## src/sv/assert_macros.svh

```systemverilog
// Assertion helpers shared by the RTL of the quaternion unit.
`ifndef ASSERT_MACROS_SVH
`define ASSERT_MACROS_SVH

// Checked only while the block is out of reset.
`define RMQ_ASSERT(label, prop, msg) \
  label: assert property (@(posedge clk) disable iff (!rst_n) prop) else $error(msg);

// Checked on every edge, reset included.
`define RMQ_ASSERT_NORST(label, prop, msg) \
  label: assert property (@(posedge clk) prop) else $error(msg);

`endif

```

## src/sv/rmq_pkg.sv

```systemverilog
`timescale 1ns / 1ps
// ----------------------------------------------------------------------------
// Rotation matrix to quaternion: shared package
// Widths, payload structs and branch codes used across the pipeline.
// ----------------------------------------------------------------------------
package rmq_pkg;

  localparam int DATA_WIDTH = 24;
  localparam int FRAC_BITS  = 22;

  localparam int SUM_W  = DATA_WIDTH + 2;
  localparam int RAD_W  = DATA_WIDTH + 1;
  localparam int ROOT_W = (RAD_W + FRAC_BITS + 1) / 2;
  localparam int DEN_W  = ROOT_W + 1;
  localparam int DIF_W  = DATA_WIDTH + 1;
  localparam int MAG_W  = DATA_WIDTH + 1;
  localparam int QB     = DATA_WIDTH + 1;
  localparam int PRE_SH = QB - FRAC_BITS;
  localparam int NLANE  = 3;

  localparam logic [1:0] BR_TRACE = 2'd0;
  localparam logic [1:0] BR_X     = 2'd1;
  localparam logic [1:0] BR_Y     = 2'd2;
  localparam logic [1:0] BR_Z     = 2'd3;

  typedef logic signed [DATA_WIDTH-1:0] elem_t;
  typedef logic signed [DIF_W-1:0] dif_t;

  typedef struct packed {
    elem_t m00;
    elem_t m01;
    elem_t m02;
    elem_t m10;
    elem_t m11;
    elem_t m12;
    elem_t m20;
    elem_t m21;
    elem_t m22;
  } rmq_in_t;

  typedef struct packed {
    elem_t      qw;
    elem_t      qx;
    elem_t      qy;
    elem_t      qz;
    logic [1:0] branch_taken;
    logic       bad_input;
  } rmq_out_t;

  typedef struct packed {
    dif_t [NLANE-1:0] d;
    logic [1:0]       br;
    logic             bad;
  } rmq_side_t;

  typedef struct packed {
    logic [RAD_W-1:0] r;
    rmq_side_t        side;
  } rmq_front_t;

  typedef struct packed {
    logic [ROOT_W-2:0] half;
    logic [1:0]        br;
    logic              bad;
  } rmq_dside_t;

endpackage

```

## src/sv/rmq_sqrt.sv

```systemverilog
`timescale 1ns / 1ps
// ----------------------------------------------------------------------------
// Square root pipeline
// Restoring integer square root, one root bit per register stage.
// ----------------------------------------------------------------------------
module rmq_sqrt (
  input  logic                        clk,
  input  logic                        rst_n,
  input  logic                        en,
  input  logic                        v_i,
  input  rmq_pkg::rmq_front_t         f_i,
  output logic                        v_o,
  output logic [rmq_pkg::ROOT_W-1:0]  root_o,
  output rmq_pkg::rmq_side_t          side_o
);
  import rmq_pkg::*;

  localparam int NP = ROOT_W;

  logic              v_r    [NP];
  logic [ROOT_W:0]   rem_r  [NP];
  logic [ROOT_W:0]   rem_nxt[NP];
  logic [ROOT_W-1:0] root_r [NP];
  logic [ROOT_W-1:0] root_nxt[NP];
  logic [RAD_W-1:0]  rad_r  [NP];
  rmq_side_t         side_r [NP];

  function automatic logic rad_bit(input logic [RAD_W-1:0] r, input int b);
    if (b >= FRAC_BITS && b < FRAC_BITS + RAD_W) begin
      return r[b-FRAC_BITS];
    end
    return 1'b0;
  endfunction

  always_comb begin
    logic [ROOT_W:0]   rem_p;
    logic [ROOT_W-1:0] root_p;
    logic [RAD_W-1:0]  rad_p;
    logic [ROOT_W+2:0] cur, trial, diff;
    for (int j = 0; j < NP; j++) begin
      if (j == 0) begin
        rem_p  = '0;
        root_p = '0;
        rad_p  = f_i.r;
      end else begin
        rem_p  = rem_r[j-1];
        root_p = root_r[j-1];
        rad_p  = rad_r[j-1];
      end
      cur   = {rem_p, rad_bit(rad_p, 2 * (NP - 1 - j) + 1), rad_bit(rad_p, 2 * (NP - 1 - j))};
      trial = {1'b0, root_p, 2'b01};
      diff  = cur - trial;
      if (cur >= trial) begin
        rem_nxt[j]  = diff[ROOT_W:0];
        root_nxt[j] = {root_p[ROOT_W-2:0], 1'b1};
      end else begin
        rem_nxt[j]  = cur[ROOT_W:0];
        root_nxt[j] = {root_p[ROOT_W-2:0], 1'b0};
      end
    end
  end

  always_ff @(posedge clk) begin
    if (!rst_n) begin
      for (int j = 0; j < NP; j++) begin
        v_r[j] <= 1'b0;
      end
    end else if (en) begin
      v_r[0] <= v_i;
      for (int j = 1; j < NP; j++) begin
        v_r[j] <= v_r[j-1];
      end
    end
  end

  always_ff @(posedge clk) begin
    if (en) begin
      rad_r[0]  <= f_i.r;
      side_r[0] <= f_i.side;
      for (int j = 1; j < NP; j++) begin
        rad_r[j]  <= rad_r[j-1];
        side_r[j] <= side_r[j-1];
      end
      for (int j = 0; j < NP; j++) begin
        rem_r[j]  <= rem_nxt[j];
        root_r[j] <= root_nxt[j];
      end
    end
  end

  assign v_o    = v_r[NP-1];
  assign root_o = root_r[NP-1];
  assign side_o = side_r[NP-1];

endmodule

```

## config.mk

```make
export PLATFORM = sky130hd
export DESIGN_NAME = rmq_sqrt
export DESIGN_NICKNAME = d
export VERILOG_FILES = /design/src/sv/assert_macros.svh /design/src/sv/rmq_pkg.sv /design/src/sv/rmq_sqrt.sv
export SDC_FILE = /design/constraint.sdc
export NUM_CORES = 2
export LEC_CHECK = 0
export BUFFER_PORTS_ARGS = -buffer_cell sky130_fd_sc_hd__buf_2
export CAP_MARGIN = 20
export CORE_MARGIN = 10
export CORE_UTILIZATION = 45
export CTS_CLUSTER_DIAMETER = 200
export DETAILED_ROUTE_END_ITERATION = 8
export GPL_ROUTABILITY_DRIVEN = 0
export SYNTH_ARGS = -nofsm -noshare
export SYNTH_HDL_FRONTEND = slang
export SYNTH_SLANG_ARGS = --single-unit
```

## constraint.sdc

```tcl
create_clock -name clk -period 7.1 [get_ports clk]
set_input_delay 1.065 -clock clk [delete_from_list [all_inputs] [get_ports clk]]
set_output_delay 1.065 -clock clk [all_outputs]
set_load 0.05 [all_outputs]
```

# Yosys cells after proc, flatten, opt, wreduce, memory -nomap -nowiden
# Memories as Yosys holds them, arrays and structs flattened.
# Index checks and enable logic that the tools add are counted.
[op_classes]
n_bitwise = 24
mux = 77
addsub = 24
magnitude_cmp = 24
[op_table]
columns = ["cell", "n"]
rows = [
  ["greater-or-equal comparator 27 x 26 -> 1 bit", 23],
  ["two-way mux 25 bit", 24],
  ["subtractor 25 bit", 23],
  ["two-way mux 1 bit", 53],
  ["bitwise OR 1 bit", 24],
  ["subtractor 1 x 1 -> 2 bit, second input constant", 1],
  ["greater-or-equal comparator 1 bit, second input constant", 1],
]
[word_totals]
ram_bits = 3672
word_cells = 154
ff_bits = 0
memories = 5
[memory_table]
columns = ["name", "words", "word_bits", "rd", "rd_ports_with_merged_regs", "write_ports", "line", "text"]
rows = [
  ["side_r", 24, 78, 24, 0, 24, "rmq_sqrt.sv:26", "rmq_side_t side_r [NP];"],
  ["rad_r", 24, 25, 23, 0, 24, "rmq_sqrt.sv:25", "logic [RAD_W-1:0] rad_r [NP];"],
  ["rem_r", 24, 25, 23, 0, 24, "rmq_sqrt.sv:21", "logic [ROOT_W:0] rem_r [NP];"],
  ["root_r", 24, 24, 24, 0, 24, "rmq_sqrt.sv:23", "logic [ROOT_W-1:0] root_r [NP];"],
  ["v_r", 24, 1, 24, 0, 24, "rmq_sqrt.sv:20", "logic v_r [NP];"],
]

# Depth between registers and ports, before layout
[depth]
ltp_word = 4
ltp_mapped = 12
mapped_depth_nobuf = 11

# Least setup slack after synthesis
# No wires, ideal clock.
[synth_path]
kind = "reg2reg"
start = "memory rem_r[2][101] in the netlist's numbering"
end = "memory rem_r[2][147] in the netlist's numbering, data pin"
path_stages_with_launch = 12
period_less_slack_ps = 3289
setup_time_ps = 260
arrival_time_ps = 3029
slack_ps = 3811
cell_sequence = "edfxtp_1 -> inv_1 -> ha_1 -> fa_1 -> a211oi_1 -> o21bai_1 -> a2111oi_0 -> nor3_1 -> or3_1 -> a21oi_1 -> xnor2_1 -> mux2_2"
[synth_rtl]
columns = ["item", "line"]
rows = [
  ["start, declared", "rmq_sqrt.sv:21"],
]

==> impl_metrics.toml <==
[setup_path]
timing.reg2reg.setup_slack_ps = 3190
crit_arrival_ps = 4500
crit_family = "compound AO/OA/AOI/OAI gates"
crit_buf_inv = 0
max_stage_delay_ps = 700
path_cells = "ha_1, a21o_1, a21oi_1, o21a_1, or3_1, a31oi_1, a41oi_1, nand2_1, mux2_2"
crit_path_end_kind = "flip-flop"
worst-r2r-cell-count = 9
cpMaxStageDelayCell = "a41oi_1"
critPathLaunch = "rem_r[1][176]"
worstReg2RegEnd = "rem_r[2][8]"
startpoint_type = "flip-flop"
cp.required_ps = 7690
rr_startpoint = "rem_r[1][176]"
path_depth = 9
crit_path_max_fanout = 18
timing.critical_path.to = "rem_r[2][8]"
critPathKind = "reg -> reg"

[outcome]
status = "finished clean"

[placed_design]
dpl_worst_slack_ps = 3150
portBuffers = 209
hpwl_um = 98800
dpl_cell_area_um2 = 113000

[die]
io_pins = 210
rows = 180
initial_utilization_pct = 45.1
chipHeight_um = 511
core_area_um2 = 240000
die_x_um = 511
die_area_um2 = 261000

[global_route]
antenna_found_initial = 6
grt_start_max_net_pins = 172
grt_pass1_wl_um = 261000
grt.overflow.total = 0
grt.total_usage_pct = 11.9
grt_pass1_vias = 51900

[route]
ant_nets = 0
totalWireLength_um = 160000
wire_per_inst_um = 15.9
post-route-drc-count = 0
drt-pass1-iter-count = 5
vias = 50200
drt-initial-drc-count = 3645
via_per_inst = 4.99

[logic_synthesis]
synth-edff-count = 2877
synthCells = 6212
synth_compound_area_share_pct = 5.02
syn-num-nets = 6631
ys_types = 84
synth_mux_area_share_pct = 1.07
synth_xor_area_share_pct = 3.10
yosys.area_share.adder_pct = 3.67
synth-seq-cells = 2878
yosys.area_share.simple_pct = 5.24
synth_area_um2 = 108000
synth_top_family_by_area = "simple AND/OR/NAND/NOR gates"
ys.flop_type = "edfxtp_1"
avgSynthCellArea_um2 = 17.4
yosysWarnings = 0
ys_seq_area_share_pct = 79.7
synthArstFlopShare_pct = 0

[finish]
multiInputGateArea_um2 = 19600
nNetsFinal = 7064
register_area_um2 = 86400
drive_above_1_share_pct = 11.7
fillers = 19400
final_area_um2 = 123000
area_delta_synth_final_pct = 13.2

[sta]
slew_viol_final = 0
period_share_pct = 55.0
holdWs_ps = 312
rsz0062_at_grt = "false"
finalHoldViolations = 0
setup_tns_ps = 0
finalCriticalPeriod_ps = 3910
skew_ps = 72.6
tightestPinTransition_ps = 1120
max_freq_mhz = 256
finalSetupViolCount = 0
fin_ws_ps = 3190
max-slew-margin-rel_pct = 25.4

[cts]
cts_sinks = 2878
cts_hold_buf = 0
root_buffer = "clkbuf_16"
clk_path_buf_depth = 4
clk_pin_slew_ps = 60
insertion_delay_ps = 920
cts_setup_buffers = 0
cts_buffers = 317
htree_levels = 5
cts_resized = 0
cts_tree = "done"

[min_path]
min_path_type = "in -> reg"
min_from = "f_i[87]"

[pwr]
power.total_mw = 39.8
p_int_mw = 30.9
pwr-share-seq_pct = 52.9
ir_worst_vdd_v = 0.000196
power_density_nw_per_um2 = 325
swShare_pct = 22.5
switchingPower_mw = 8.95
power.leakage_nw = 44.1
combinationalPowerShare_pct = 9.6
clock_power_share_pct = 37.5

[job]
maxCapViolCount = 0
## Yosys cell counts, drive strengths merged (52+ instances only)
| master | count | area share (%) |
|---|---|---|
| o21a | 65 | 0.45 |
| buf | 95 | 0.62 |
| a21oi | 245 | 1.1 |
| nor4 | 53 | 0.34 |
| nor3 | 105 | 0.49 |
| or3 | 54 | 0.31 |
| nand3 | 79 | 0.36 |
| clkbuf | 52 | 0.18 |
| inv | 391 | 1.4 |
| nand2b | 56 | 0.32 |
| nor2 | 261 | 0.90 |
| nand2 | 271 | 0.94 |
| mux2 | 98 | 1.0 |
| ha | 302 | 3.5 |
| xnor2 | 205 | 1.7 |
| o21ai | 256 | 1.2 |
| edfxtp | 2877 | 80 |
| a21o | 86 | 0.60 |
| xor2 | 178 | 1.4 |
## power groups by stage
stage / sequential (mW) / clock [mW] / combinational [mW]
after floorplan: 21.2 / 0 / 2.77
after global routing: 21.2 / 16.3 / 4.28
final: 21.1 / 14.9 / 3.82
after detailed placement: 21.4 / 0 / 3.79
after CTS: 21.1 / 15.5 / 3.82
after global placement: 21.4 / 0 / 3.65
## how the worst min path moves through the flow
stage                     endpoint  cells after the start  slack (ps)
global route         side_r[0][61]                      1         240
finish                 rad_r[0][9]                      1         310
global placement    side_r[1][119]                      0         400
CTS                    rad_r[0][9]                      1         210
detailed placement   rad_r[0][104]                      0         400
floorplan            rad_r[0][100]                      0         400
## cells in the final DEF (no fill, tap or decap), types with 65 or more instances in the layout
master / count
a21o_1: 86
a21oi_1: 244
buf_2: 208
clkbuf_1: 77
clkbuf_16: 322
clkinv_1: 77
edfxtp_1: 2877
ha_1: 302
inv_1: 390
mux2_2: 98
nand2_1: 271
nand3_1: 79
nor2_1: 261
nor3_1: 103
o21a_1: 65
o21ai_0: 253
xnor2_1: 205
xor2_1: 178
## metrics by stage
step	util (%)	instances
after floorplan	-	6212
after global placement	47.1	9510
after detailed placement	47.1	9510
after CTS	51.1	10100
after global routing	51.1	10100
final	51.1	10100
## cells by family (layout without fill, tap and decap cells)
family / after synthesis / in the layout
DFF: 2878 / 2878
and+or+nand+nor: 1121 / 1121
AOI/OAI and AO/OA: 874 / 874
buffers and inverters: 539 / 1200
xor gates and xnor gates: 383 / 383
adders and majority gates: 312 / 312
muxes: 104 / 104
other: 1 / 3
## final cells by class
| class | count | share of cell area [%] |
|---|---|---|
| clock buffer | 399 | 6.80 |
| tap | 3185 | 3.25 |
| antenna | 2 | 0.00408 |
| clock inverter | 148 | 0.953 |
| timing repair buffer | 261 | 1.32 |
| multi-input combinational | 2795 | 16.0 |
| inverter | 392 | 1.20 |
| sequential | 2878 | 70.5 |
## registers in the layout, summed over array words and instances, names as in the netlist
name and cells:
side_r 1872, v_r 24, rad_r 170, root_r 275, rem_r 537
## layer usage
metal | track usage [%] | part of all wire, % | vias to the layer above
li1 | - | - | 24500
met4 | 4.39 | 3.1 | 0
met5 | 0 | 0 | -
met3 | 2.80 | 4.5 | 426
met1 | 14.0 | 41 | 24300
met2 | 21.2 | 51 | 1024
Power figures use the tool's default switching activity.
