==> config.mk <==
export PLATFORM = sky130hd
export DESIGN_NAME = rmq_front
export DESIGN_NICKNAME = d
export VERILOG_FILES = /design/src/sv/assert_macros.svh /design/src/sv/rmq_pkg.sv /design/src/sv/rmq_front.sv
export SDC_FILE = /design/constraint.sdc
export NUM_CORES = 1
export LEC_CHECK = 0
export BUFFER_PORTS_ARGS = -buffer_cell sky130_fd_sc_hd__buf_2
export CAP_MARGIN = 10
export CELL_PAD_IN_SITES_DETAIL_PLACEMENT = 2
export CELL_PAD_IN_SITES_GLOBAL_PLACEMENT = 2
export CORE_ASPECT_RATIO = 0.7
export CORE_MARGIN = 2
export CORE_UTILIZATION = 36
export DETAILED_ROUTE_END_ITERATION = 12
export HOLD_SLACK_MARGIN = 0.08
export PLACE_DENSITY_LB_ADDON = 0.1
export SETUP_SLACK_MARGIN = 0.05
export SLEW_MARGIN = 20
export SYNTH_ARGS = -nofsm -noshare
export SYNTH_HDL_FRONTEND = slang
export SYNTH_SLANG_ARGS = --single-unit
==> constraint.sdc <==
create_clock -name clk -period 7.25 [get_ports clk]
set_input_delay 1.45 -clock clk [delete_from_list [all_inputs] [get_ports clk]]
set_output_delay 1.45 -clock clk [all_outputs]
set_load 0.02 [all_outputs]
==> src/sv/assert_macros.svh <==
// Assertion helpers shared by the RTL of the quaternion unit.
`ifndef ASSERT_MACROS_SVH
`define ASSERT_MACROS_SVH

// Checked only while the block is out of reset.
`define RMQ_ASSERT(label, prop, msg) \
  label: assert property (@(posedge clk) disable iff (!rst_n) prop) else $error(msg);

// Checked on every edge, reset included.
`define RMQ_ASSERT_NORST(label, prop, msg) \
  label: assert property (@(posedge clk) prop) else $error(msg);

`endif

==> src/sv/rmq_pkg.sv <==
`timescale 1ns / 1ps
// ----------------------------------------------------------------------------
// Rotation matrix to quaternion: shared package
// Widths, payload structs and branch codes used across the pipeline.
// ----------------------------------------------------------------------------
package rmq_pkg;

  localparam int DATA_WIDTH = 24;
  localparam int FRAC_BITS  = 22;

  localparam int SUM_W  = DATA_WIDTH + 2;
  localparam int RAD_W  = DATA_WIDTH + 1;
  localparam int ROOT_W = (RAD_W + FRAC_BITS + 1) / 2;
  localparam int DEN_W  = ROOT_W + 1;
  localparam int DIF_W  = DATA_WIDTH + 1;
  localparam int MAG_W  = DATA_WIDTH + 1;
  localparam int QB     = DATA_WIDTH + 1;
  localparam int PRE_SH = QB - FRAC_BITS;
  localparam int NLANE  = 3;

  localparam logic [1:0] BR_TRACE = 2'd0;
  localparam logic [1:0] BR_X     = 2'd1;
  localparam logic [1:0] BR_Y     = 2'd2;
  localparam logic [1:0] BR_Z     = 2'd3;

  typedef logic signed [DATA_WIDTH-1:0] elem_t;
  typedef logic signed [DIF_W-1:0] dif_t;

  typedef struct packed {
    elem_t m00;
    elem_t m01;
    elem_t m02;
    elem_t m10;
    elem_t m11;
    elem_t m12;
    elem_t m20;
    elem_t m21;
    elem_t m22;
  } rmq_in_t;

  typedef struct packed {
    elem_t      qw;
    elem_t      qx;
    elem_t      qy;
    elem_t      qz;
    logic [1:0] branch_taken;
    logic       bad_input;
  } rmq_out_t;

  typedef struct packed {
    dif_t [NLANE-1:0] d;
    logic [1:0]       br;
    logic             bad;
  } rmq_side_t;

  typedef struct packed {
    logic [RAD_W-1:0] r;
    rmq_side_t        side;
  } rmq_front_t;

  typedef struct packed {
    logic [ROOT_W-2:0] half;
    logic [1:0]        br;
    logic              bad;
  } rmq_dside_t;

endpackage

==> src/sv/rmq_front.sv <==
`timescale 1ns / 1ps
// ----------------------------------------------------------------------------
// Front stage
// Forms the trace, picks the branch, and registers radicand and pair terms.
// ----------------------------------------------------------------------------
module rmq_front (
  input  logic               clk,
  input  logic               rst_n,
  input  logic               en,
  input  logic               v_i,
  input  rmq_pkg::rmq_in_t   m_i,
  output logic               v_o,
  output rmq_pkg::rmq_front_t f_o
);
  import rmq_pkg::*;

  logic        v_r;
  rmq_front_t  f_r, f_nxt;

  always_comb begin
    logic signed [SUM_W-1:0] e00, e11, e22, one, trace, rad;
    e00   = SUM_W'(m_i.m00);
    e11   = SUM_W'(m_i.m11);
    e22   = SUM_W'(m_i.m22);
    one   = SUM_W'(1) << FRAC_BITS;
    trace = e00 + e11 + e22;
    f_nxt = '0;
    if (trace > 0) begin
      f_nxt.side.br   = BR_TRACE;
      rad             = one + trace;
      f_nxt.side.d[0] = DIF_W'(m_i.m21) - DIF_W'(m_i.m12);
      f_nxt.side.d[1] = DIF_W'(m_i.m02) - DIF_W'(m_i.m20);
      f_nxt.side.d[2] = DIF_W'(m_i.m10) - DIF_W'(m_i.m01);
    end else if (m_i.m00 > m_i.m11 && m_i.m00 > m_i.m22) begin
      f_nxt.side.br   = BR_X;
      rad             = one + e00 - e11 - e22;
      f_nxt.side.d[0] = DIF_W'(m_i.m21) - DIF_W'(m_i.m12);
      f_nxt.side.d[1] = DIF_W'(m_i.m10) + DIF_W'(m_i.m01);
      f_nxt.side.d[2] = DIF_W'(m_i.m02) + DIF_W'(m_i.m20);
    end else if (m_i.m11 > m_i.m22) begin
      f_nxt.side.br   = BR_Y;
      rad             = one + e11 - e00 - e22;
      f_nxt.side.d[0] = DIF_W'(m_i.m02) - DIF_W'(m_i.m20);
      f_nxt.side.d[1] = DIF_W'(m_i.m10) + DIF_W'(m_i.m01);
      f_nxt.side.d[2] = DIF_W'(m_i.m21) + DIF_W'(m_i.m12);
    end else begin
      f_nxt.side.br   = BR_Z;
      rad             = one + e22 - e00 - e11;
      f_nxt.side.d[0] = DIF_W'(m_i.m10) - DIF_W'(m_i.m01);
      f_nxt.side.d[1] = DIF_W'(m_i.m02) + DIF_W'(m_i.m20);
      f_nxt.side.d[2] = DIF_W'(m_i.m21) + DIF_W'(m_i.m12);
    end
    f_nxt.side.bad = (rad <= 0);
    f_nxt.r        = rad[RAD_W-1:0];
  end

  always_ff @(posedge clk) begin
    if (!rst_n) begin
      v_r <= 1'b0;
    end else if (en) begin
      v_r <= v_i;
    end
  end

  always_ff @(posedge clk) begin
    if (en) begin
      f_r <= f_nxt;
    end
  end

  assign v_o = v_r;
  assign f_o = f_r;

endmodule

# Word-level counts from Yosys, hierarchy flattened
# Cells that the tools add are included.
# op_classes
n_mux	6
magnitude_cmp	5
reduce_logical	2
add_sub_neg	18
# ops
operator	n
77-bit 2-to-1 mux	2
24-bit by 24-bit adder with 25-bit output	4
26-bit 2-to-1 mux	3
25-bit by 24-bit subtractor with 26-bit output	3
26-bit by 24-bit subtractor with 26-bit output	3
24-bit by 24-bit adder with 25-bit output, first input constant	3
24-bit by 24-bit subtractor with 25-bit output	3
24-bit > comparator	3
52-bit 2-to-1 mux	1
24-bit by 26-bit adder with 26-bit output, first input constant	1
25-bit by 24-bit adder with 26-bit output	1
26-bit by 1-bit > comparator with 1-bit output, second input constant	1
26-bit by 1-bit <= comparator with 1-bit output, second input constant	1
2-bit OR reduction	1
1-bit logical AND	1
# totals
inputBits	220
wordCells	39
register_bits	104
out_inout_bits	104

# Longest topological paths before layout
# Gate-level depths: netlist of the first run.
# depth
depth_word	7
depth_mapped	25
ltp_nobuf	24

# Worst setup path before layout of the first run
# No wires, ideal clock.
# synth_timing
path_type	input to register
startpoint	input port m_i[1] (netlist name)
endpoint	register f_r (netlist bit f_o[20]) (data pin)
path_slack_ns	1.475
cell_stages	22
arrival_time_ns	5.506
cell_sequence	fa_1 ha_1 fa_1 nand3_1 a211oi_2 o2111ai_1 a31oi_1 o41ai_2 a21o_1 nand2b_1 a211oi_1 nor3_1 inv_1 ha_1 nand2_1 nor3b_2 a41oi_4 or2_1 buf_2 buf_2 nand2_1 o21ai_0
# synth_lines
item	line	source
from (decl)	rmq_front.sv:11	input rmq_pkg::rmq_in_t m_i,
to (signal assigned)	rmq_front.sv:67	f_r <= f_nxt;
to (decl)	rmq_front.sv:18	rmq_front_t f_r, f_nxt;

==> impl_results.html, run 1 <==
<table>
<tr><th>Metric</th><th>Value</th></tr>
<tr><th colspan="2">Synth</th></tr>
<tr><td>Number of flops mapped to enable cells by yosys</td><td>103</td></tr>
<tr><td>Fraction of synthesis flops using an asynchronous set or reset pin</td><td>0%</td></tr>
<tr><td>Count leader, synth</td><td>sky130_fd_sc_hd__ha_1</td></tr>
<tr><td>Leading post-synthesis cells by cell area</td><td>sky130_fd_sc_hd__ha_1 24%, sky130_fd_sc_hd__edfxtp_1 14%, sky130_fd_sc_hd__fa_1 9.6%, sky130_fd_sc_hd__xnor2_1 4.8%, sky130_fd_sc_hd__a21oi_1 4.8%</td></tr>
<tr><td>Number of warnings issued by yosys</td><td>0</td></tr>
<tr><td>Proportion of netlist area held by the largest area contributor</td><td>24.21%</td></tr>
<tr><td>Count of state elements after synthesis</td><td>104</td></tr>
<tr><td>Synthesized netlist net count</td><td>3510</td></tr>
<tr><td>Leading register cell type out of synthesis</td><td>sky130_fd_sc_hd__edfxtp_1</td></tr>
<tr><td>Cell count after synthesis</td><td>2737</td></tr>
<tr><td>Cell area after synthesis</td><td>22890 µm²</td></tr>
<tr><td>Mean cell area of the mapped netlist</td><td>8.364 µm²</td></tr>
<tr><td>Synth cell count leaders</td><td>443 x sky130_fd_sc_hd__ha_1, 291 x sky130_fd_sc_hd__inv_1, 236 x sky130_fd_sc_hd__nor2_1</td></tr>
<tr><td>Cell taking the most area after synthesis</td><td>sky130_fd_sc_hd__ha_1</td></tr>
<tr><td>Synth unique cells</td><td>96</td></tr>
<tr><td>Sequential cell area fraction in the yosys report</td><td>13.60%</td></tr>
<tr><th colspan="2">Detailed routing</th></tr>
<tr><td>DRC marker count from the first detailed-route iteration</td><td>1911</td></tr>
<tr><td>Per-cell via count in the routed design</td><td>5.694</td></tr>
<tr><td>Detailed-router iteration count before antenna repair</td><td>5</td></tr>
<tr><td>Drt wl/cell</td><td>26.38 µm</td></tr>
<tr><td>Number of vias in the routed layout</td><td>21930</td></tr>
<tr><td>Final Routed Wirelength</td><td>101600 µm</td></tr>
<tr><td>Remaining antenna violation count after routing</td><td>0</td></tr>
<tr><td>DRC violation count after routing</td><td>0</td></tr>
<tr><th colspan="2">Pwr</th></tr>
<tr><td>Net switching component of the power</td><td>3.057 mW</td></tr>
<tr><td>Power Internal</td><td>2.566 mW</td></tr>
<tr><td>Clock network fraction of design power</td><td>9.5%</td></tr>
<tr><td>PD cells</td><td>218.2 nW/µm²</td></tr>
<tr><td>Sequential share of power</td><td>18.3%</td></tr>
<tr><td>Cell leakage power</td><td>12.29 nW</td></tr>
<tr><td>Max rail drop VDD</td><td>0.1100 mV</td></tr>
<tr><td>Switching power share of the total</td><td>54.36%</td></tr>
<tr><td>Share of total power in combinational logic</td><td>72.2%</td></tr>
<tr><th colspan="2">Placement</th></tr>
<tr><td>Gp weighted congestion</td><td>0.9028</td></tr>
<tr><td>Worst setup timing slack at the placement stage</td><td>257.2 ps</td></tr>
<tr><td>Placed Instances</td><td>3830</td></tr>
<tr><td>Half-perimeter wire length of the detailed placement result</td><td>88290 µm</td></tr>
<tr><td>Port Buffer Count</td><td>323</td></tr>
<tr><th colspan="2">GRT</th></tr>
<tr><td>Final global-route overflow total</td><td>0</td></tr>
<tr><td>GRT Total Usage</td><td>30.07%</td></tr>
<tr><td>Initial antenna violation count</td><td>15</td></tr>
<tr><td>Via count of the first global-routing pass</td><td>22890</td></tr>
<tr><td>Wire length of the first global-routing pass</td><td>149300 µm</td></tr>
<tr><td>Pin count of the biggest net entering global routing</td><td>91</td></tr>
<tr><th colspan="2">Worst setup path</th></tr>
<tr><td>Endpoint class of the critical path</td><td>register</td></tr>
<tr><td>Cell family contributing the most delay on the critical path</td><td>compound AO/OA/AOI/OAI gates</td></tr>
<tr><td>Start point of the critical path</td><td>m_i[0]</td></tr>
<tr><td>Worst setup path category</td><td>input port to register</td></tr>
<tr><td>Critical Path Most Common Cell</td><td>sky130_fd_sc_hd__inv_1</td></tr>
<tr><td>Setup crit start kind</td><td>input port</td></tr>
<tr><td>Critical path fanouts, max</td><td>26</td></tr>
<tr><td>Crit-path slowest cell</td><td>sky130_fd_sc_hd__a211oi_2</td></tr>
<tr><td>Worst path buffer plus inverter count</td><td>5</td></tr>
<tr><td>Delay of the slowest cell on the worst path</td><td>510 ps</td></tr>
<tr><td>CP arrival</td><td>6870 ps</td></tr>
<tr><td>Reg-to-reg critical path startpoint</td><td>v_o</td></tr>
<tr><td>Reg2Reg Setup Slack</td><td>6610 ps</td></tr>
<tr><td>Worst Path Required</td><td>7370 ps</td></tr>
<tr><th colspan="2">Hold path</th></tr>
<tr><td>Type of the most critical hold path</td><td>register to register</td></tr>
<tr><td>Startpoint of the tightest hold check path</td><td>v_o</td></tr>
<tr><th colspan="2">Clock network</th></tr>
<tr><td>Clock slew at the register clock pins of the worst setup and hold paths</td><td>100 ps</td></tr>
<tr><td>Clock root buffer</td><td>sky130_fd_sc_hd__clkbuf_16</td></tr>
<tr><td>Clock latency at the later pin of the worst-skew pair</td><td>380 ps</td></tr>
<tr><td>Sinks on the clock net</td><td>104</td></tr>
<tr><td>Cts hold-fix bufs</td><td>0</td></tr>
<tr><td>H-tree Lvls</td><td>3</td></tr>
<tr><td>Cts repair resizes</td><td>0</td></tr>
<tr><td>CTS tree</td><td>yes</td></tr>
<tr><td>Post-CTS repair timing setup buffer count</td><td>0</td></tr>
<tr><td>Buffers from clock root to sink, at most</td><td>2</td></tr>
<tr><td>Cts bufs inserted</td><td>9</td></tr>
<tr><th colspan="2">Die</th></tr>
<tr><td>Area enclosed by the die boundary</td><td>65660 µm²</td></tr>
<tr><td>Top-level port count</td><td>324</td></tr>
<tr><td>Die Wd</td><td>305.4 µm</td></tr>
<tr><td>Die height</td><td>215.0 µm</td></tr>
<tr><td>Starting density of the core</td><td>36.33%</td></tr>
<tr><td>Placeable Area</td><td>63010 µm²</td></tr>
<tr><td>FP Rows</td><td>77</td></tr>
<tr><th colspan="2">STA</th></tr>
<tr><td>Final hold vios</td><td>0</td></tr>
<tr><td>Final critical path time including I/O delays and setup</td><td>6755 ps</td></tr>
<tr><td>Transition time at the pin with the least slew margin</td><td>1151 ps</td></tr>
<tr><td>Post-route clock skew</td><td>0 ps</td></tr>
<tr><td>Part of the cycle the worst path needs</td><td>93.18%</td></tr>
<tr><td>RSZ-0062 raised after global routing</td><td>false</td></tr>
<tr><td>Final hold slack</td><td>566.5 ps</td></tr>
<tr><td>Setup violations, final</td><td>0</td></tr>
<tr><td>Setup total negative slack</td><td>0 ps</td></tr>
<tr><td>Peak clock frequency supported by timing</td><td>148.0 MHz</td></tr>
<tr><td>Setup slack of the critical path after layout</td><td>494.5 ps</td></tr>
<tr><td>Tightest slew margin relative to the limit</td><td>22.73%</td></tr>
<tr><td>Number of max-slew violations in the final report</td><td>0</td></tr>
<tr><th colspan="2">Flow run</th></tr>
<tr><td>Max-Cap Viols</td><td>0</td></tr>
<tr><th colspan="2">Final layout</th></tr>
<tr><td>Layout overhead on the synthesized area</td><td>12.58%</td></tr>
<tr><td>Count of placed standard cells in the final layout, fillers left out</td><td>3851</td></tr>
<tr><td>Total Nets Final</td><td>3785</td></tr>
<tr><td>Post-route core utilization</td><td>40.91%</td></tr>
<tr><td>Filler cells</td><td>7252</td></tr>
<tr><td>Layout cell share with drive strength beyond 1</td><td>14.35%</td></tr>
<tr><th colspan="2">Status</th></tr>
<tr><td>Status</td><td>finished, final reports clean</td></tr>
</table>
through the flow:
stage	power, mW	cell area, µm²
detailed placement	4.982	25440
floorplan	3.461	22890
CTS	5.544	25750
global route	5.947	25770
finish	5.623	25770
global placement	4.843	25440
cell families after synthesis:
| family | count (synthesis) | share of synthesized area [%] |
|---|---|---|
| flops | 104 | 13.60 |
| xor+xnor | 195 | 7.559 |
| fa+ha+maj | 553 | 33.83 |
| mux | 43 | 1.951 |
| simple gates | 720 | 15.20 |
| buf+inv | 381 | 6.433 |
| compound gates | 741 | 21.42 |
registers in the layout (all words and copies together) (netlist names):
| name | count |
|---|---|
| f_o | 103 |
| v_o | 1 |
routing by layer:
layer  routed length (µm)  up-vias  global-route usage (%)
met5                   24        -                       0
met4                 1126        4                   3.810
met3                 7764       50                   4.379
met2                39180      655                   41.06
met1                53490    11140                   49.43
li1                     -    10070                       -
power by group through the flow:
stage          sequential [mW]  clock (mW)  combinational [mW]
2_1_floorplan             1.18           0                2.28
3_3_place_gp              1.05           0                3.80
3_5_place_dp              1.04           0                3.94
4_1_cts                   1.03       0.541                3.97
5_1_grt                   1.04       0.565                4.35
6_report                  1.03       0.535                4.06
cell usage in the layout, fill, tap and decap left out, drive strengths merged, types with 8 or more instances in the layout:
master   count
ha         443
or3         26
mux2i       30
a21o        58
edfxtp     103
o31ai       23
a311oi      10
nand2b      39
nand4        8
or2         10
xnor2      127
nor3        55
xor2        68
nor3b        9
o31a         8
nand2      173
buf        353
nand3       41
a31o         9
a2111oi      8
a211o       13
a31oi       36
a211oi      39
a221oi      12
fa         110
and2        14
o211ai      23
mux2        13
nor2b       45
nor4        15
inv        296
clkbuf       9
nor2       236
o2111ai      8
o21a        36
o21ai      133
a21oi      220
and3        19
o21bai      33
worst reg2reg max path, cell delays in order (launching register included):
cell	delay, ps
sky130_fd_sc_hd__dfxtp_1	330
sky130_fd_sc_hd__mux2i_1	150
sky130_fd_sc_hd__nor2b_1	70
final cells by class:
class / count / area, µm² / area share (%)
tap: 829 / 1037 / 4.024
clock inverter: 7 / 91.34 / 0.3544
clock buffer: 9 / 225.2 / 0.8738
timing repair buffer: 353 / 1857 / 7.204
sequential: 104 / 3113 / 12.08
inverter: 292 / 1096 / 4.253
multi-input combinational: 2252 / 18340 / 71.16
antenna: 5 / 12.51 / 0.04855
worst paths after layout:
kind,to,depth (start not counted)
max,f_o[26],25
min,v_o,2
max reg2reg,v_o,2
min reg2reg,v_o,2
(Power assumes the default switching activity.)
==> run 2, diff against run 1 <==
--- a/config.mk
+++ b/config.mk
@@ -8,12 +8,10 @@
 export BUFFER_PORTS_ARGS = -buffer_cell sky130_fd_sc_hd__buf_2
 export CAP_MARGIN = 10
-export CELL_PAD_IN_SITES_DETAIL_PLACEMENT = 2
-export CELL_PAD_IN_SITES_GLOBAL_PLACEMENT = 2
 export CORE_ASPECT_RATIO = 0.7
 export CORE_MARGIN = 2
-export CORE_UTILIZATION = 36
+export CORE_UTILIZATION = 45
 export DETAILED_ROUTE_END_ITERATION = 12
 export HOLD_SLACK_MARGIN = 0.08
-export PLACE_DENSITY_LB_ADDON = 0.1
+export PLACE_DENSITY = 0.65
 export SETUP_SLACK_MARGIN = 0.05
 export SLEW_MARGIN = 20
==> constraint.sdc (replaced) <==
create_clock -name clk -period 7.25 [get_ports clk]
set_input_delay 1.45 -clock clk [delete_from_list [all_inputs] [get_ports clk]]
set_output_delay 1.45 -clock clk [all_outputs]
set_load 0.1 [all_outputs]
==> run 2 against run 1 <==
Die area fell by 20%. Sequential power barely moved. Worst hold slack gained 2.3 ps. Via count is 1.6% lower. Global-route usage grew 1.1 points. Final cell count decreased by 3.8%. Non-clock buffer count increased by 6. Critical path depth did not move. Fmax up 2.9%. Register-to-register slack barely moved. Sequential share of layout area grew 0.063 points. Combinational power up 20%.
==> impl_results.html, run 2 (synthesis results as in run 1) <==
<table>
<tr><th>Metric</th><th>Value</th></tr>
<tr><th colspan="2">Status</th></tr>
<tr><td>Status</td><td>finished, final reports clean</td></tr>
<tr><th colspan="2">Die</th></tr>
<tr><td>Die height</td><td>192.7 µm (-10%)</td></tr>
<tr><td>Starting density of the core</td><td>45.33% (+9.0 points)</td></tr>
<tr><td>Die Wd</td><td>273.6 µm (-10%)</td></tr>
<tr><td>Placeable Area</td><td>50500 µm² (-20%)</td></tr>
<tr><td>Area enclosed by the die boundary</td><td>52720 µm² (-20%)</td></tr>
<tr><td>Top-level port count</td><td>324 (unchanged)</td></tr>
<tr><td>FP Rows</td><td>69 (-10%)</td></tr>
<tr><th colspan="2">STA</th></tr>
<tr><td>Number of max-slew violations in the final report</td><td>0 (unchanged)</td></tr>
<tr><td>RSZ-0062 raised after global routing</td><td>false</td></tr>
<tr><td>Peak clock frequency supported by timing</td><td>152.3 MHz (+2.9%)</td></tr>
<tr><td>Post-route clock skew</td><td>0 ps (unchanged)</td></tr>
<tr><td>Tightest slew margin relative to the limit</td><td>28.96% (+6.2 points)</td></tr>
<tr><td>Setup violations, final</td><td>0 (unchanged)</td></tr>
<tr><td>Setup total negative slack</td><td>0 ps (unchanged)</td></tr>
<tr><td>Part of the cycle the worst path needs</td><td>90.59% (-2.6 points)</td></tr>
<tr><td>Final critical path time including I/O delays and setup</td><td>6568 ps (-187.3 ps)</td></tr>
<tr><td>Transition time at the pin with the least slew margin</td><td>1059 ps (-91.67 ps)</td></tr>
<tr><td>Setup slack of the critical path after layout</td><td>681.9 ps (+187.3 ps)</td></tr>
<tr><td>Final hold slack</td><td>568.8 ps (+2.328 ps)</td></tr>
<tr><td>Final hold vios</td><td>0 (unchanged)</td></tr>
<tr><th colspan="2">Final layout</th></tr>
<tr><td>Max FFs per register</td><td>103 (unchanged)</td></tr>
<tr><td>Most common cell after layout, fill and taps aside</td><td>sky130_fd_sc_hd__ha_1</td></tr>
<tr><td>Multi-input combinational cell area</td><td>18320 µm² (-0.11%)</td></tr>
<tr><td>Filler cells</td><td>4950 (-32%)</td></tr>
<tr><td>Commonest non-fill, non-tap cells in the layout</td><td>443 x sky130_fd_sc_hd__ha_1, 322 x sky130_fd_sc_hd__buf_2, 291 x sky130_fd_sc_hd__inv_1</td></tr>
<tr><td>Layout cell share with drive strength beyond 1</td><td>14.42% (+0.071 points)</td></tr>
<tr><td>Total Nets Final</td><td>3791 (+0.16%)</td></tr>
<tr><td>Storage element area</td><td>3113 µm² (unchanged)</td></tr>
<tr><td>Layout overhead on the synthesized area</td><td>12.00%</td></tr>
<tr><th colspan="2">Worst setup path</th></tr>
<tr><td>Number of cell instances on the worst register-to-register path</td><td>2 (unchanged)</td></tr>
<tr><td>Setup crit start kind</td><td>input port</td></tr>
<tr><td>Critical path fanouts, max</td><td>26 (unchanged)</td></tr>
<tr><td>Reg2Reg Setup Slack</td><td>6620 ps (about the same)</td></tr>
<tr><td>Start point of the critical path</td><td>m_i[0]</td></tr>
<tr><td>CP arrival</td><td>6680 ps (-190 ps)</td></tr>
<tr><td>Endpoint class of the critical path</td><td>register</td></tr>
<tr><td>Worst setup path category</td><td>input port to register</td></tr>
<tr><td>RR Endpoint</td><td>v_o</td></tr>
<tr><td>CP endpoint</td><td>f_o[26]</td></tr>
<tr><td>Worst Path Required</td><td>7360 ps (about the same)</td></tr>
<tr><td>Reg-to-reg critical path startpoint</td><td>v_o</td></tr>
<tr><th colspan="2">Placement</th></tr>
<tr><td>Worst setup timing slack at the placement stage</td><td>410.3 ps (+153.2 ps)</td></tr>
<tr><td>Gp weighted congestion</td><td>0.9865 (+9.3%)</td></tr>
<tr><td>Half-perimeter wire length of the detailed placement result</td><td>73040 µm (-17%)</td></tr>
<tr><td>Port Buffer Count</td><td>323 (unchanged)</td></tr>
<tr><th colspan="2">Detailed routing</th></tr>
<tr><td>DRC marker count from the first detailed-route iteration</td><td>2305 (+21%)</td></tr>
<tr><td>Number of vias in the routed layout</td><td>21580 (-1.6%)</td></tr>
<tr><td>Detailed-router iteration count before antenna repair</td><td>6 (+1)</td></tr>
<tr><td>Final Routed Wirelength</td><td>84800 µm (-17%)</td></tr>
<tr><td>Per-cell via count in the routed design</td><td>5.822 (+2.3%)</td></tr>
<tr><td>DRC violation count after routing</td><td>0 (unchanged)</td></tr>
<tr><td>Remaining antenna violation count after routing</td><td>0 (unchanged)</td></tr>
<tr><td>Drt wl/cell</td><td>22.88 µm (-13%)</td></tr>
<tr><th colspan="2">Hold path</th></tr>
<tr><td>Type of the most critical hold path</td><td>register to register</td></tr>
<tr><td>Startpoint of the tightest hold check path</td><td>v_o</td></tr>
<tr><th colspan="2">Pwr</th></tr>
<tr><td>Cell leakage power</td><td>12.32 nW (+0.24%)</td></tr>
<tr><td>PD cells</td><td>248.1 nW/µm² (+14%)</td></tr>
<tr><td>Total power</td><td>6.362 mW (+13%)</td></tr>
<tr><td>Max rail drop VDD</td><td>0.1975 mV (+80%)</td></tr>
<tr><th colspan="2">Clock network</th></tr>
<tr><td>Clock root buffer</td><td>sky130_fd_sc_hd__clkbuf_16</td></tr>
<tr><td>Buffers from clock root to sink, at most</td><td>2 (unchanged)</td></tr>
<tr><td>Cts hold-fix bufs</td><td>0 (unchanged)</td></tr>
<tr><td>Post-CTS repair timing setup buffer count</td><td>0 (unchanged)</td></tr>
<tr><td>Clock slew at the register clock pins of the worst setup and hold paths</td><td>80 ps (-20 ps)</td></tr>
<tr><td>Sinks on the clock net</td><td>104 (unchanged)</td></tr>
<tr><td>H-tree Lvls</td><td>3 (unchanged)</td></tr>
<tr><td>Cts bufs inserted</td><td>9 (unchanged)</td></tr>
<tr><td>CTS tree</td><td>yes</td></tr>
<tr><td>Cts repair resizes</td><td>0 (unchanged)</td></tr>
<tr><td>Clock latency at the later pin of the worst-skew pair</td><td>370 ps (about the same)</td></tr>
<tr><th colspan="2">GRT</th></tr>
<tr><td>Initial antenna violation count</td><td>12 (-3)</td></tr>
<tr><td>Via count of the first global-routing pass</td><td>19970 (-13%)</td></tr>
<tr><td>GRT Total Usage</td><td>31.19% (+1.1 points)</td></tr>
<tr><td>Final global-route overflow total</td><td>0 (unchanged)</td></tr>
<tr><td>Pin count of the biggest net entering global routing</td><td>91 (unchanged)</td></tr>
<tr><td>Wire length of the first global-routing pass</td><td>124100 µm (-17%)</td></tr>
<tr><th colspan="2">Flow run</th></tr>
<tr><td>Max-Cap Viols</td><td>0 (unchanged)</td></tr>
</table>
-- run 2: worst min-delay path by stage --
stage	end	slack, ps	cells after the start
2_1_floorplan	v_o	980	2
6_report	v_o	570	2
3_3_place_gp	v_o	490	2
4_1_cts	v_o	560	2
3_5_place_dp	v_o	550	2
5_1_grt	v_o	600	2
-- run 2: critical path: stages --
cell                        delay [ps]
sky130_fd_sc_hd__buf_2             160
sky130_fd_sc_hd__inv_1             140
sky130_fd_sc_hd__fa_1              440
sky130_fd_sc_hd__inv_1              70
sky130_fd_sc_hd__ha_1              200
sky130_fd_sc_hd__fa_1              240
sky130_fd_sc_hd__nand3_1           130
sky130_fd_sc_hd__a211oi_2          560
sky130_fd_sc_hd__o2111ai_1         240
sky130_fd_sc_hd__a31oi_1           300
sky130_fd_sc_hd__o41ai_2           150
sky130_fd_sc_hd__a21o_1            240
sky130_fd_sc_hd__nand2b_1           90
sky130_fd_sc_hd__a211oi_1           60
sky130_fd_sc_hd__nor3_1            320
sky130_fd_sc_hd__inv_1              90
sky130_fd_sc_hd__ha_1              200
sky130_fd_sc_hd__nand2_1            80
sky130_fd_sc_hd__nor3b_2            70
sky130_fd_sc_hd__a41oi_4           500
sky130_fd_sc_hd__or2_1             210
sky130_fd_sc_hd__inv_2             210
sky130_fd_sc_hd__and3_1            270
sky130_fd_sc_hd__mux2i_1           140
sky130_fd_sc_hd__o211ai_1          100
-- run 2: per-layer routing --
| layer | up-vias | share of wire, % | global-route usage (%) |
|---|---|---|---|
| met1 | 10350 | 49 | 50.67 |
| li1 | 10110 | - | - |
| met3 | 69 | 11 | 7.067 |
| met4 | 4 | 1.8 | 6.095 |
| met2 | 1050 | 37 | 40.34 |
| met5 | - | 0.029 | 0 |
-- run 2: where the power goes --
part	switching, mW	internal [mW]
Sequential	0.0982	0.910
Combinational	3.45	1.41
Clock	0.254	0.240
-- run 2: area by class of cell --
type / count / share of cell area (%)
clock buffers: 9 / 0.8784
diodes: 9 / 0.08784
inverters: 292 / 4.275
clock inverters: 7 / 0.2586
multi-input cells: 2252 / 71.46
flip-flops and latches: 104 / 12.14
repair buffers: 359 / 7.613
well taps: 674 / 3.289
-- run 2: through the flow --
stage / area (µm²) / cells / util (%)
3_3_place_gp: 25320 / 3681 / 50.14
2_1_floorplan: 22890 / 2737 / -
3_5_place_dp: 25320 / 3681 / 50.14
5_1_grt: 25630 / 3701 / 50.74
6_report: 25640 / 3706 / 50.77
4_1_cts: 25620 / 3697 / 50.72
